## src/hw/rtl/rppm_pkg.sv

```systemverilog
// Shared types, widths and codes for the ripple peak-to-peak meter.
// Used by every module of the block; depends on nothing.
package rppm_pkg;

  // Field widths.
  localparam int CODE_W     = 18;  // converter code, two's complement
  localparam int Q_W        = 32;  // Q16.16 values
  localparam int GAIN_W     = 24;  // unsigned Q4.20 gains
  localparam int NS_W       = 13;  // num_samples register
  localparam int CFG_IDX_W  = 3;
  localparam int CFG_DATA_W = 24;

  // Scaling arithmetic: code * range fits 22 bits, times gain fits 47 bits.
  localparam int CR_W     = 22;
  localparam int PROD_W   = CR_W + GAIN_W + 1;
  localparam int ROUND_SH = 21;

  // Percent arithmetic: diff * (100 / 2) * 2^16 over dc.
  localparam int DIFF_W    = Q_W + 1;
  localparam int PERCENT   = 100;
  localparam int HALF      = 2;
  localparam int PCT_MUL   = PERCENT / HALF;
  localparam int PCT_MUL_W = 6;
  localparam int FRAC_SH   = 16;
  localparam int NUM_W     = DIFF_W + PCT_MUL_W + FRAC_SH;

  // Reset values.
  localparam logic [GAIN_W-1:0] GAIN_ONE        = 24'h100000;
  localparam logic [NS_W-1:0]   NUM_SAMPLES_RST = 13'd2560;
  localparam int                MAX_SAMPLES_DEF = 4096;

  // Register indexes.
  localparam logic [CFG_IDX_W-1:0] CFG_NUM_SAMPLES = 3'd0;
  localparam logic [CFG_IDX_W-1:0] CFG_GAIN_VA     = 3'd1;
  localparam logic [CFG_IDX_W-1:0] CFG_GAIN_VB     = 3'd2;
  localparam logic [CFG_IDX_W-1:0] CFG_GAIN_CA     = 3'd3;
  localparam logic [CFG_IDX_W-1:0] CFG_GAIN_CB     = 3'd4;
  localparam logic [CFG_IDX_W-1:0] CFG_GAIN_CC     = 3'd5;

  // Operation codes.
  localparam logic OP_SAMPLE = 1'b0;
  localparam logic OP_START  = 1'b1;

  // Gear codes.
  localparam logic       VGEAR_A = 1'b0;
  localparam logic       VGEAR_B = 1'b1;
  localparam logic [1:0] CGEAR_A = 2'd0;
  localparam logic [1:0] CGEAR_B = 2'd1;

  // Channel select for the shared divider.
  localparam logic CH_VOLT = 1'b0;
  localparam logic CH_CURR = 1'b1;

  typedef struct packed {
    logic clr_ext;    // clear max and min of both channels
    logic ld_smp;     // latch codes times range and the gains in use
    logic mul;        // form the gain products
    logic track;      // round and update the extremes
    logic ld_dc;      // latch the dc values of the finishing beat
    logic div_start;  // start the divider on the selected channel
    logic div_sel;    // channel the divider works for
    logic pct_ld;     // store the divider result for the selected channel
    logic out_ld;     // load the result register
  } rppm_cmd_t;

  typedef struct packed {
    logic div_done;
  } rppm_sts_t;

endpackage

```

## src/hw/rtl/ripple_peak_to_peak_meter_core.sv

```systemverilog
// Top level of the ripple peak-to-peak meter.
// Depends on rppm_pkg, rppm_ctrl and rppm_dp (which holds rppm_div).
//
// Usage:
//   Input beats arrive on in_valid / in_stall with one port per field. A beat
//   with in_operation set is a start and rearms the capture. While armed, the
//   first sample beat of a capture clears the extremes, the next num_samples
//   beats (at most MAX_SAMPLES) are scaled and tracked, and the beat after
//   those finishes the capture with its dc values, produces one result beat
//   and disarms. A sample beat arriving while disarmed is dropped without a result.
// Sequencing:
//   Start, dropped and clearing beats leave the block idle, ready for the next
//   beat. A tracked sample passes through latch, gain multiply, and round and
//   compare; the extremes update is what the next sample depends on. A
//   finishing beat latches its dc values, takes two passes of the bit-serial
//   divider, one per channel, then loads the result and raises out_valid.
// Output and stall:
//   The result sits in an output register, so new input beats are taken while
//   it waits. Only a second finishing beat waits for out_stall to release.
// Reset:
//   rst_n is synchronous, active low. It arms the block, clears the tick count
//   and extremes, and restores num_samples to 2560 and every gain to 1.0.
module ripple_peak_to_peak_meter_core #(
  parameter int MAX_SAMPLES = rppm_pkg::MAX_SAMPLES_DEF
) (
  input  logic                                  clk,
  input  logic                                  rst_n,

  input  logic                                  in_valid,
  output logic                                  in_stall,
  input  logic                                  in_operation,
  input  logic signed [rppm_pkg::CODE_W-1:0]    in_volt_code,
  input  logic signed [rppm_pkg::CODE_W-1:0]    in_curr_code,
  input  logic                                  in_volt_gear,
  input  logic [1:0]                            in_curr_gear,
  input  logic                                  in_range_ten_volt,
  input  logic signed [rppm_pkg::Q_W-1:0]       in_dc_voltage,
  input  logic signed [rppm_pkg::Q_W-1:0]       in_dc_current,

  output logic                                  out_valid,
  input  logic                                  out_stall,
  output logic [rppm_pkg::Q_W-1:0]              out_volt_ripple_amp,
  output logic [rppm_pkg::Q_W-1:0]              out_curr_ripple_amp,
  output logic signed [rppm_pkg::Q_W-1:0]       out_volt_ripple_percent,
  output logic signed [rppm_pkg::Q_W-1:0]       out_curr_ripple_percent,
  output logic                                  out_volt_dc_zero,
  output logic                                  out_curr_dc_zero,

  input  logic                                  cfg_wr_en,
  input  logic [rppm_pkg::CFG_IDX_W-1:0]        cfg_index,
  input  logic [rppm_pkg::CFG_DATA_W-1:0]       cfg_data
);

  // The controller owns the capture sequencing state; the datapath executes the
  // command bundle it gets each cycle and reports when its divider is done.
  rppm_pkg::rppm_cmd_t cmd;
  rppm_pkg::rppm_sts_t sts;

  rppm_ctrl #(
    .MAX_SAMPLES (MAX_SAMPLES)
  ) u_ctrl (
    .clk             (clk),
    .rst_n           (rst_n),
    .in_valid        (in_valid),
    .in_operation    (in_operation),
    .in_stall        (in_stall),
    .out_valid       (out_valid),
    .out_stall       (out_stall),
    .cfg_wr_en       (cfg_wr_en),
    .cfg_index       (cfg_index),
    .cfg_num_samples (cfg_data[rppm_pkg::NS_W-1:0]),
    .cmd             (cmd),
    .sts             (sts)
  );

  // Scaling, extremes tracking, the shared divider and the result register.
  rppm_dp u_dp (
    .clk                     (clk),
    .rst_n                   (rst_n),
    .cfg_wr_en               (cfg_wr_en),
    .cfg_index               (cfg_index),
    .cfg_data                (cfg_data),
    .cmd                     (cmd),
    .sts                     (sts),
    .in_volt_code            (in_volt_code),
    .in_curr_code            (in_curr_code),
    .in_volt_gear            (in_volt_gear),
    .in_curr_gear            (in_curr_gear),
    .in_range_ten_volt       (in_range_ten_volt),
    .in_dc_voltage           (in_dc_voltage),
    .in_dc_current           (in_dc_current),
    .out_volt_ripple_amp     (out_volt_ripple_amp),
    .out_curr_ripple_amp     (out_curr_ripple_amp),
    .out_volt_ripple_percent (out_volt_ripple_percent),
    .out_curr_ripple_percent (out_curr_ripple_percent),
    .out_volt_dc_zero        (out_volt_dc_zero),
    .out_curr_dc_zero        (out_curr_dc_zero)
  );

endmodule

```

## src/hw/rtl/rppm_div.sv

```systemverilog
// Bit-serial restoring divider for the ripple percent, one quotient bit a cycle.
// Depends on rppm_pkg for widths.
module rppm_div (
  input  logic                               clk,
  input  logic                               rst_n,
  input  logic                               start,
  input  logic [rppm_pkg::NUM_W-1:0]         num,
  input  logic signed [rppm_pkg::Q_W-1:0]    den,
  output logic                               done,
  output logic signed [rppm_pkg::Q_W-1:0]    quo
);

  localparam int NUM_W  = rppm_pkg::NUM_W;
  localparam int Q_W    = rppm_pkg::Q_W;
  localparam int STEP_W = $clog2(NUM_W + 1);

  localparam logic [NUM_W-1:0] POS_LIM = {{(NUM_W-Q_W+1){1'b0}}, {(Q_W-1){1'b1}}};
  localparam logic [NUM_W-1:0] NEG_LIM = POS_LIM + NUM_W'(1);

  logic              busy_r;
  logic              done_r;
  logic [STEP_W-1:0] cnt_r;
  logic [Q_W-1:0]    rem_r;
  logic [NUM_W-1:0]  quo_r;
  logic [Q_W-1:0]    dmag_r;
  logic              neg_r;

  logic [Q_W:0]      sh;
  logic [Q_W:0]      dif;
  logic              fit;
  logic [Q_W-1:0]    rem_nxt;
  logic [Q_W-1:0]    den_mag;

  assign den_mag = den[Q_W-1] ? Q_W'(-den) : Q_W'(den);
  assign sh      = {rem_r, quo_r[NUM_W-1]};
  assign dif     = sh - {1'b0, dmag_r};
  assign fit     = sh >= {1'b0, dmag_r};
  assign rem_nxt = fit ? dif[Q_W-1:0] : sh[Q_W-1:0];

  always_ff @(posedge clk) begin
    if (!rst_n) begin
      busy_r <= 1'b0;
      done_r <= 1'b0;
      cnt_r  <= '0;
    end else begin
      done_r <= 1'b0;
      if (start) begin
        busy_r <= 1'b1;
        cnt_r  <= STEP_W'(NUM_W);
      end else if (busy_r) begin
        cnt_r <= cnt_r - STEP_W'(1);
        if (cnt_r == STEP_W'(1)) begin
          busy_r <= 1'b0;
          done_r <= 1'b1;
        end
      end
    end
  end

  always_ff @(posedge clk) begin
    if (start) begin
      rem_r  <= '0;
      quo_r  <= num;
      dmag_r <= den_mag;
      neg_r  <= den[Q_W-1];
    end else if (busy_r) begin
      rem_r <= rem_nxt;
      quo_r <= {quo_r[NUM_W-2:0], fit};
    end
  end

  // The numerator is never negative, so the sign comes from the divisor alone.
  always_comb begin
    if (neg_r) begin
      quo = (quo_r > NEG_LIM) ? {1'b1, {(Q_W-1){1'b0}}} : Q_W'(-quo_r[Q_W-1:0]);
    end else begin
      quo = (quo_r > POS_LIM) ? {1'b0, {(Q_W-1){1'b1}}} : quo_r[Q_W-1:0];
    end
  end

  assign done = done_r;

endmodule

```

## src/hw/rtl/rppm_dp.sv

```systemverilog
// Datapath of the ripple meter: gain registers, scaling, extremes, divider, result register.
// Depends on rppm_pkg and rppm_div; driven by rppm_ctrl through rppm_cmd_t.
module rppm_dp (
  input  logic                                  clk,
  input  logic                                  rst_n,
  input  logic                                  cfg_wr_en,
  input  logic [rppm_pkg::CFG_IDX_W-1:0]        cfg_index,
  input  logic [rppm_pkg::CFG_DATA_W-1:0]       cfg_data,
  input  rppm_pkg::rppm_cmd_t                   cmd,
  output rppm_pkg::rppm_sts_t                   sts,
  input  logic signed [rppm_pkg::CODE_W-1:0]    in_volt_code,
  input  logic signed [rppm_pkg::CODE_W-1:0]    in_curr_code,
  input  logic                                  in_volt_gear,
  input  logic [1:0]                            in_curr_gear,
  input  logic                                  in_range_ten_volt,
  input  logic signed [rppm_pkg::Q_W-1:0]       in_dc_voltage,
  input  logic signed [rppm_pkg::Q_W-1:0]       in_dc_current,
  output logic [rppm_pkg::Q_W-1:0]              out_volt_ripple_amp,
  output logic [rppm_pkg::Q_W-1:0]              out_curr_ripple_amp,
  output logic signed [rppm_pkg::Q_W-1:0]       out_volt_ripple_percent,
  output logic signed [rppm_pkg::Q_W-1:0]       out_curr_ripple_percent,
  output logic                                  out_volt_dc_zero,
  output logic                                  out_curr_dc_zero
);

  localparam int Q_W      = rppm_pkg::Q_W;
  localparam int GAIN_W   = rppm_pkg::GAIN_W;
  localparam int CR_W     = rppm_pkg::CR_W;
  localparam int PROD_W   = rppm_pkg::PROD_W;
  localparam int DIFF_W   = rppm_pkg::DIFF_W;
  localparam int NUM_W    = rppm_pkg::NUM_W;
  localparam int ROUND_SH = rppm_pkg::ROUND_SH;

  localparam logic signed [PROD_W-1:0] RND = PROD_W'(1) << (ROUND_SH - 1);

  function automatic logic signed [CR_W-1:0] range_mul(
    input logic signed [rppm_pkg::CODE_W-1:0] c,
    input logic                               ten
  );
    logic signed [CR_W-1:0] x;
    x = CR_W'(c);
    return ten ? (x <<< 3) + (x <<< 1) : (x <<< 2) + x;
  endfunction

  logic [GAIN_W-1:0] gain_va_r, gain_vb_r, gain_ca_r, gain_cb_r, gain_cc_r;

  logic signed [CR_W-1:0]   cr_v_r, cr_c_r;
  logic [GAIN_W-1:0]        g_v_r, g_c_r;
  logic signed [PROD_W-1:0] p_v_r, p_c_r;
  logic signed [Q_W-1:0]    max_v_r, min_v_r, max_c_r, min_c_r;
  logic signed [Q_W-1:0]    dc_v_r, dc_c_r;
  logic                     zero_v_r, zero_c_r;
  logic signed [Q_W-1:0]    pct_v_r, pct_c_r;

  logic [GAIN_W-1:0]        g_c_sel;
  logic signed [PROD_W-1:0] sum_v, sum_c, shv, shc;
  logic signed [Q_W-1:0]    s_v, s_c;
  logic [DIFF_W-1:0]        diff_v, diff_c, diff_sel;
  logic [NUM_W-1:0]         div_num;
  logic signed [Q_W-1:0]    div_den;
  logic signed [Q_W-1:0]    div_quo;
  logic                     div_done;

  // Configuration registers.
  always_ff @(posedge clk) begin
    if (!rst_n) begin
      gain_va_r <= rppm_pkg::GAIN_ONE;
      gain_vb_r <= rppm_pkg::GAIN_ONE;
      gain_ca_r <= rppm_pkg::GAIN_ONE;
      gain_cb_r <= rppm_pkg::GAIN_ONE;
      gain_cc_r <= rppm_pkg::GAIN_ONE;
    end else if (cfg_wr_en) begin
      if (cfg_index == rppm_pkg::CFG_GAIN_VA) gain_va_r <= cfg_data[GAIN_W-1:0];
      if (cfg_index == rppm_pkg::CFG_GAIN_VB) gain_vb_r <= cfg_data[GAIN_W-1:0];
      if (cfg_index == rppm_pkg::CFG_GAIN_CA) gain_ca_r <= cfg_data[GAIN_W-1:0];
      if (cfg_index == rppm_pkg::CFG_GAIN_CB) gain_cb_r <= cfg_data[GAIN_W-1:0];
      if (cfg_index == rppm_pkg::CFG_GAIN_CC) gain_cc_r <= cfg_data[GAIN_W-1:0];
    end
  end

  // Current gear codes two and three both use gear C.
  always_comb begin
    unique case (in_curr_gear)
      rppm_pkg::CGEAR_A: g_c_sel = gain_ca_r;
      rppm_pkg::CGEAR_B: g_c_sel = gain_cb_r;
      default:           g_c_sel = gain_cc_r;
    endcase
  end

  // Scaling pipeline: latch, multiply, round.
  always_ff @(posedge clk) begin
    if (cmd.ld_smp) begin
      cr_v_r <= range_mul(in_volt_code, in_range_ten_volt);
      cr_c_r <= range_mul(in_curr_code, in_range_ten_volt);
      g_v_r  <= (in_volt_gear == rppm_pkg::VGEAR_B) ? gain_vb_r : gain_va_r;
      g_c_r  <= g_c_sel;
    end
    if (cmd.mul) begin
      p_v_r <= PROD_W'(cr_v_r) * PROD_W'($signed({1'b0, g_v_r}));
      p_c_r <= PROD_W'(cr_c_r) * PROD_W'($signed({1'b0, g_c_r}));
    end
  end

  // Adding half an LSB and shifting arithmetically rounds half up in both signs.
  assign sum_v = p_v_r + RND;
  assign sum_c = p_c_r + RND;
  assign shv   = sum_v >>> ROUND_SH;
  assign shc   = sum_c >>> ROUND_SH;
  assign s_v   = shv[Q_W-1:0];
  assign s_c   = shc[Q_W-1:0];

  always_ff @(posedge clk) begin
    if (!rst_n || cmd.clr_ext) begin
      max_v_r <= '0;
      min_v_r <= '0;
      max_c_r <= '0;
      min_c_r <= '0;
    end else if (cmd.track) begin
      if (s_v > max_v_r) max_v_r <= s_v;
      else if (s_v < min_v_r) min_v_r <= s_v;
      if (s_c > max_c_r) max_c_r <= s_c;
      else if (s_c < min_c_r) min_c_r <= s_c;
    end
  end

  always_ff @(posedge clk) begin
    if (cmd.ld_dc) begin
      dc_v_r   <= in_dc_voltage;
      dc_c_r   <= in_dc_current;
      zero_v_r <= (in_dc_voltage == '0);
      zero_c_r <= (in_dc_current == '0);
    end
  end

  // Max never drops below zero and min never rises above it, so the difference is not negative.
  assign diff_v   = DIFF_W'(max_v_r) - DIFF_W'(min_v_r);
  assign diff_c   = DIFF_W'(max_c_r) - DIFF_W'(min_c_r);
  assign diff_sel = (cmd.div_sel == rppm_pkg::CH_CURR) ? diff_c : diff_v;
  assign div_num  = (NUM_W'(diff_sel) * NUM_W'(rppm_pkg::PCT_MUL)) << rppm_pkg::FRAC_SH;
  assign div_den  = (cmd.div_sel == rppm_pkg::CH_CURR) ? dc_c_r : dc_v_r;

  rppm_div u_div (
    .clk   (clk),
    .rst_n (rst_n),
    .start (cmd.div_start),
    .num   (div_num),
    .den   (div_den),
    .done  (div_done),
    .quo   (div_quo)
  );

  assign sts.div_done = div_done;

  always_ff @(posedge clk) begin
    if (cmd.pct_ld) begin
      if (cmd.div_sel == rppm_pkg::CH_CURR) pct_c_r <= zero_c_r ? '0 : div_quo;
      else pct_v_r <= zero_v_r ? '0 : div_quo;
    end
  end

  always_ff @(posedge clk) begin
    if (cmd.out_ld) begin
      out_volt_ripple_amp     <= diff_v[DIFF_W-1:1];
      out_curr_ripple_amp     <= diff_c[DIFF_W-1:1];
      out_volt_ripple_percent <= pct_v_r;
      out_curr_ripple_percent <= pct_c_r;
      out_volt_dc_zero        <= zero_v_r;
      out_curr_dc_zero        <= zero_c_r;
    end
  end

endmodule

```

## src/hw/rtl/rppm_ctrl.sv

```systemverilog
// Controller of the ripple meter: capture sequencing, tick count, arming and result valid.
// Depends on rppm_pkg; commands rppm_dp through rppm_cmd_t.
module rppm_ctrl #(
  parameter int MAX_SAMPLES = rppm_pkg::MAX_SAMPLES_DEF
) (
  input  logic                           clk,
  input  logic                           rst_n,
  input  logic                           in_valid,
  input  logic                           in_operation,
  output logic                           in_stall,
  output logic                           out_valid,
  input  logic                           out_stall,
  input  logic                           cfg_wr_en,
  input  logic [rppm_pkg::CFG_IDX_W-1:0] cfg_index,
  input  logic [rppm_pkg::NS_W-1:0]      cfg_num_samples,
  output rppm_pkg::rppm_cmd_t            cmd,
  input  rppm_pkg::rppm_sts_t            sts
);

  localparam int CNT_W = $clog2(MAX_SAMPLES + 2);

  localparam logic [2:0] ST_IDLE   = 3'd0;
  localparam logic [2:0] ST_MUL    = 3'd1;
  localparam logic [2:0] ST_TRACK  = 3'd2;
  localparam logic [2:0] ST_DIV_V  = 3'd3;
  localparam logic [2:0] ST_WAIT_V = 3'd4;
  localparam logic [2:0] ST_DIV_C  = 3'd5;
  localparam logic [2:0] ST_WAIT_C = 3'd6;
  localparam logic [2:0] ST_OUT    = 3'd7;

  logic [2:0]               state_r, state_nxt;
  logic [CNT_W-1:0]         tick_count_r, tick_count_nxt;
  logic                     armed_r, armed_nxt;
  logic                     out_valid_r, out_valid_nxt;
  logic [rppm_pkg::NS_W-1:0] num_samples_r;
  logic [CNT_W-1:0]         n_eff;
  logic                     accept;

  always_ff @(posedge clk) begin
    if (!rst_n) begin
      num_samples_r <= rppm_pkg::NUM_SAMPLES_RST;
    end else if (cfg_wr_en && cfg_index == rppm_pkg::CFG_NUM_SAMPLES) begin
      num_samples_r <= cfg_num_samples;
    end
  end

  assign n_eff = (32'(num_samples_r) > 32'(MAX_SAMPLES)) ? CNT_W'(MAX_SAMPLES)
                                                        : CNT_W'(num_samples_r);

  assign in_stall  = (state_r != ST_IDLE);
  assign accept    = in_valid && !in_stall;
  assign out_valid = out_valid_r;

  always_comb begin
    cmd            = '0;
    state_nxt      = state_r;
    tick_count_nxt = tick_count_r;
    armed_nxt      = armed_r;
    out_valid_nxt  = out_valid_r;
    if (out_valid_r && !out_stall) out_valid_nxt = 1'b0;
    unique case (state_r)
      ST_IDLE: begin
        if (accept) begin
          priority if (in_operation == rppm_pkg::OP_START) begin
            armed_nxt = 1'b1;
          end else if (!armed_r) begin
            armed_nxt = 1'b0;
          end else if (tick_count_r == '0) begin
            cmd.clr_ext    = 1'b1;
            tick_count_nxt = CNT_W'(1);
          end else if (tick_count_r <= n_eff) begin
            cmd.ld_smp     = 1'b1;
            tick_count_nxt = tick_count_r + CNT_W'(1);
            state_nxt      = ST_MUL;
          end else begin
            cmd.ld_dc      = 1'b1;
            tick_count_nxt = '0;
            armed_nxt      = 1'b0;
            state_nxt      = ST_DIV_V;
          end
        end
      end
      ST_MUL: begin
        cmd.mul   = 1'b1;
        state_nxt = ST_TRACK;
      end
      ST_TRACK: begin
        cmd.track = 1'b1;
        state_nxt = ST_IDLE;
      end
      ST_DIV_V: begin
        cmd.div_start = 1'b1;
        cmd.div_sel   = rppm_pkg::CH_VOLT;
        state_nxt     = ST_WAIT_V;
      end
      ST_WAIT_V: begin
        cmd.div_sel = rppm_pkg::CH_VOLT;
        if (sts.div_done) begin
          cmd.pct_ld = 1'b1;
          state_nxt  = ST_DIV_C;
        end
      end
      ST_DIV_C: begin
        cmd.div_start = 1'b1;
        cmd.div_sel   = rppm_pkg::CH_CURR;
        state_nxt     = ST_WAIT_C;
      end
      ST_WAIT_C: begin
        cmd.div_sel = rppm_pkg::CH_CURR;
        if (sts.div_done) begin
          cmd.pct_ld = 1'b1;
          state_nxt  = ST_OUT;
        end
      end
      ST_OUT: begin
        if (!out_valid_r || !out_stall) begin
          cmd.out_ld    = 1'b1;
          out_valid_nxt = 1'b1;
          state_nxt     = ST_IDLE;
        end
      end
    endcase
  end

  always_ff @(posedge clk) begin
    if (!rst_n) begin
      state_r      <= ST_IDLE;
      tick_count_r <= '0;
      armed_r      <= 1'b1;
      out_valid_r  <= 1'b0;
    end else begin
      state_r      <= state_nxt;
      tick_count_r <= tick_count_nxt;
      armed_r      <= armed_nxt;
      out_valid_r  <= out_valid_nxt;
    end
  end

  a_finish_disarms: assert property (@(posedge clk) disable iff (!rst_n)
    (accept && in_operation == rppm_pkg::OP_SAMPLE && armed_r &&
     tick_count_r != '0 && tick_count_r > n_eff)
    |=> (!armed_r && tick_count_r == '0 && state_r == ST_DIV_V))
    else $error("finishing beat did not disarm and start the division");

  a_div_done_waited: assert property (@(posedge clk) disable iff (!rst_n)
    sts.div_done |-> (state_r == ST_WAIT_V || state_r == ST_WAIT_C))
    else $error("divider finished outside a wait state");

  a_free_out_loads: assert property (@(posedge clk) disable iff (!rst_n)
    (state_r == ST_OUT && !out_valid_r) |=> (out_valid_r && state_r == ST_IDLE))
    else $error("free result register was not loaded");

endmodule
```

## config.mk

```make
export PLATFORM = sky130hd
export DESIGN_NAME = ripple_peak_to_peak_meter_core
export DESIGN_NICKNAME = d
export VERILOG_FILES = /design/src/hw/rtl/rppm_pkg.sv /design/src/hw/rtl/ripple_peak_to_peak_meter_core.sv /design/src/hw/rtl/rppm_div.sv /design/src/hw/rtl/rppm_dp.sv /design/src/hw/rtl/rppm_ctrl.sv
export SDC_FILE = /design/constraint.sdc
export NUM_CORES = 2
export LEC_CHECK = 0
export BUFFER_PORTS_ARGS = -buffer_cell sky130_fd_sc_hd__clkbuf_2
export CELL_PAD_IN_SITES_DETAIL_PLACEMENT = 1
export CELL_PAD_IN_SITES_GLOBAL_PLACEMENT = 1
export CORE_MARGIN = 4
export CORE_UTILIZATION = 55
export DETAILED_ROUTE_END_ITERATION = 10
export PLACE_DENSITY_LB_ADDON = 0.1
export SYNTH_ARGS = -nofsm -noshare
export SYNTH_HDL_FRONTEND = slang
export SYNTH_SLANG_ARGS = --single-unit
export TNS_END_PERCENT = 20
```

## constraint.sdc

```tcl
create_clock -name clk -period 11.1 [get_ports clk]
set_clock_uncertainty 0.15 [all_clocks]
set_input_delay 0.555 -clock clk [delete_from_list [all_inputs] [get_ports clk]]
set_output_delay 0.555 -clock clk [all_outputs]
set_load 0.005 [all_outputs]
```

==> run metrics <==
via count 58,682; Hold Fails Final Rpt 0; switch share 37.9%; Yosys warning count 0; area of the die 144,000 sq um; cts bufs inserted 88; die height 380 microns; CTS Root Cell clkbuf_16; total grt overflow 0; HPWL after detailed placement 168,000 microns; num rows 136; Core Region 137,000 sq um; Die X 380 microns; count of final setup violators 0; H-tree lvl count 3; hold path depth 3; Arrival @ worst endpoint 9040 ps; critical path's top delay family adder cells; TritonCTS clock tree done; final cycle utilization of the critical path 78.9%; CP required 11,390 ps; cell count along the critical path 25; syn nets 9,816; Async SR Flop Fraction 0%; Bufs and invs on worst path 6; DRC violations left 0; Nets 9,941; I/O Buffers 268; Post-Route WL 227,000 microns; clk buf depth 3; LEAKAGE 37.9 nW; status completed; layout cell share with drive strength beyond 1 6.56%; Avg Vias per Cell 5.82; Initial Util 55.4%; Max stage delay cell, worst path edfxtp_1; largest net degree at the start of global routing 77; sequential power share 30.7%; initial antenna violation count 14; area delta synth->final 8.37%; post_cts resized 0; Crit Reg-Reg Startpoint u_dp.cr_v_r[8]$_DFFE_PP_; Clock transition at path regs 60 ps; Cell variety after synth 81; total of max-cap violations 0; worst slew pin tran 1320 ps; 1st-iter DRT viols 3,750; Clock Latency Late Sink 720 ps; flop2flop setup slack 2340 ps; cell area after synthesis 76,000 sq um; Max VDD drop 0.113 mV; clk sinks 777; Worst R2R End u_dp.p_v_r[41]$_DFFE_PP_; Critical Path Fanout Max 24; top achievable clock speed 114 MHz; all-layer global routing usage 31.3%; minimum clock period 8760 ps; CP Launch Type register; Final ANT Viol Nets 0; max incr delay on CP 1100 ps; Max Slew Vio Count 0; Crit. End Element register; register area share after synthesis 26.6%; Synth Area per Inst 9.41 sq um; relative slew slack 11.7%; Non-Filler Instances 10,083; number of global-route vias before repair 65,048; crit path launch u_dp.cr_v_r[8]$_DFFE_PP_; critical path class register to register; Cells after Synth 8,077; P per Cell Area 135 nW/um^2; cells on worst reg2reg path 25; Final Wtd Congestion 0.881; EDFF count, synth 465; DRT Pass-1 Iters 5; ys flop type edfxtp_1; wire per inst 22.5 microns; placed insts 9,830; Worst setup endpoint u_dp.p_v_r[41]$_DFFE_PP_; setup TNS 0 ps; Switching Power 4.20 mW; clock group share of total power 26.5%; Yosys reg bits 777; RSZ-0062 raised after global routing no; first-pass GRT wire length 360,000 microns; I/O pins 269; Comb power frac 42.8%; most used cell, CP fa_1; worst hold path type primary input to register; Int Pwr 6.89 mW
-- registers in the layout, indices dropped and copies added (netlist names), 27 cells and up --
signal,flops
u_dp.pct_v_r,32
u_dp.out_volt_ripple_percent,32
u_dp.dc_v_r,32
u_dp.out_curr_ripple_percent,32
u_dp.u_div.rem_r,32
u_dp.pct_c_r,32
u_dp.dc_c_r,32
u_dp.u_div.dmag_r,32
u_dp.p_c_r,27
u_dp.p_v_r,27
u_dp.u_div.quo_r,55
-- power groups by stage --
stage               Combinational [mW]  Clock (mW)  Sequential (mW)
floorplan                         3.35           0             3.40
global placement                  4.45           0             3.45
detailed placement                4.69           0             3.46
CTS                               4.77        2.97             3.40
global route                      5.37        3.11             3.41
finish                            4.75        2.94             3.40
-- worst min-delay path: cells and delay by family --
| kind | cells | cell delay [ps] |
|---|---|---|
| buf+inv | 1 | 100 |
| compound gates | 1 | 60 |
| simple gates | 1 | 50 |
-- stage by stage --
step | hold WS [ps] | area [sq um] | worst slack, ps | total power, mW | util [%]
detailed placement | 255 | 78700 | 2370 | 8.15 | 57.3
floorplan | 250 | 76000 | 4170 | 6.75 | -
global route | 50.5 | 82400 | 2000 | 11.9 | 60.0
CTS | 12.1 | 82400 | 2350 | 11.1 | 60.0
finish | 45.4 | 82400 | 2340 | 11.1 | 60.0
global placement | 251 | 78700 | 2600 | 7.90 | 57.3
-- layout make-up --
cell class / count / area [sq um]
Fill cell: 15557 / 54900
Multi-Input combinational cell: 5606 / 49500
Sequential cell: 777 / 20200
Inverter: 1324 / 4970
Timing Repair Buffer: 405 / 2560
Clock buffer: 119 / 2410
Tap cell: 1794 / 2240
Clock inverter: 46 / 473
Antenna cell: 12 / 30.0
-- cells in the final DEF (no fill, tap or decap), types with 17 or more instances in the layout --
cell / instances
clkbuf_2: 268
a21oi_1: 358
o21bai_1: 32
ha_1: 697
a211oi_1: 95
nand2_1: 1157
o21ai_0: 251
and2_1: 434
and3_1: 36
fa_1: 905
dlygate4sd3_1: 76
buf_4: 61
dfxtp_1: 311
nand3_1: 120
nor4_1: 40
nand4_1: 64
nor2b_1: 120
inv_1: 1321
o311ai_1: 18
clkinv_2: 17
mux2_2: 46
edfxtp_1: 465
nor3_1: 117
mux2i_1: 100
o21a_1: 35
nand2b_1: 64
clkbuf_16: 91
xnor2_1: 167
clkbuf_1: 25
or3_1: 19
a21o_1: 113
xor2_1: 102
a31oi_1: 53
nor2_1: 250
and4_1: 20
-- kinds of logic after synthesis --
kind of cell,after synthesis,share of synthesized area (%)
compound gates,1087,8.84
fa+ha+maj,1602,35.3
simple gates,2501,15.7
xor+xnor,269,3.10
mux,147,2.01
buf+inv,1694,8.45
flops,777,26.6
-- layer usage --
layer	share of wire (%)	up-vias	GRT usage (%)
met5	0	-	0
met4	3.2	0	9.52
met3	5.6	472	4.23
met2	49	1773	53.8
met1	42	30054	41.3
li1	-	26383	-
-- cells in the mapped netlist, types with 11 or more instances --
cell	count	share of area (%)
a211oi_1	95	0.94
a21o_1	113	1.1
a21oi_1	358	2.4
a31oi_1	53	0.44
and2_1	434	3.6
and3_1	36	0.30
and4_1	20	0.23
buf_1	16	0.079
buf_4	13	0.13
clkbuf_1	334	1.6
dfxtp_1	312	8.2
edfxtp_1	465	18
fa_1	905	24
ha_1	697	11
inv_1	1322	6.5
mux2_2	46	0.68
mux2i_1	101	1.3
nand2_1	1159	5.7
nand2b_1	64	0.53
nand3_1	120	0.79
nand4_1	64	0.53
nor2_1	252	1.2
nor2b_1	120	0.99
nor3_1	120	0.79
nor3b_1	11	0.11
nor4_1	40	0.33
o211ai_1	12	0.12
o21a_1	35	0.35
o21ai_0	251	1.7
o21bai_1	32	0.32
o311ai_1	18	0.21
o31ai_1	16	0.16
or3_1	19	0.16
xnor2_1	167	1.9
xor2_1	102	1.2
-- how the worst min path moves through the flow --
stage                             startpoint                                        end  slack, ps
2_1_floorplan  u_dp.pct_c_r[0]$_SDFFCE_PP0P_  u_dp.out_curr_ripple_percent[0]$_DFFE_PP_        250
3_3_place_gp   u_dp.pct_v_r[1]$_SDFFCE_PP0P_  u_dp.out_volt_ripple_percent[1]$_DFFE_PP_        250
3_5_place_dp   u_dp.pct_c_r[7]$_SDFFCE_PP0P_  u_dp.out_curr_ripple_percent[7]$_DFFE_PP_        260
4_1_cts                         cfg_data[14]            u_dp.gain_vb_r[14]$_SDFFE_PN0P_         10
5_1_grt                         cfg_data[14]            u_dp.gain_va_r[14]$_SDFFE_PN0P_         50
6_report                     in_volt_code[0]                   u_dp.cr_v_r[1]$_DFFE_PP_         50
-- repair_timing --
item	4_1_cts	5_1_grt
hold buffers	76	0
hold endpoints to repair	91	0
buffers inserted	0	0
Power figures use the tool's default switching activity.
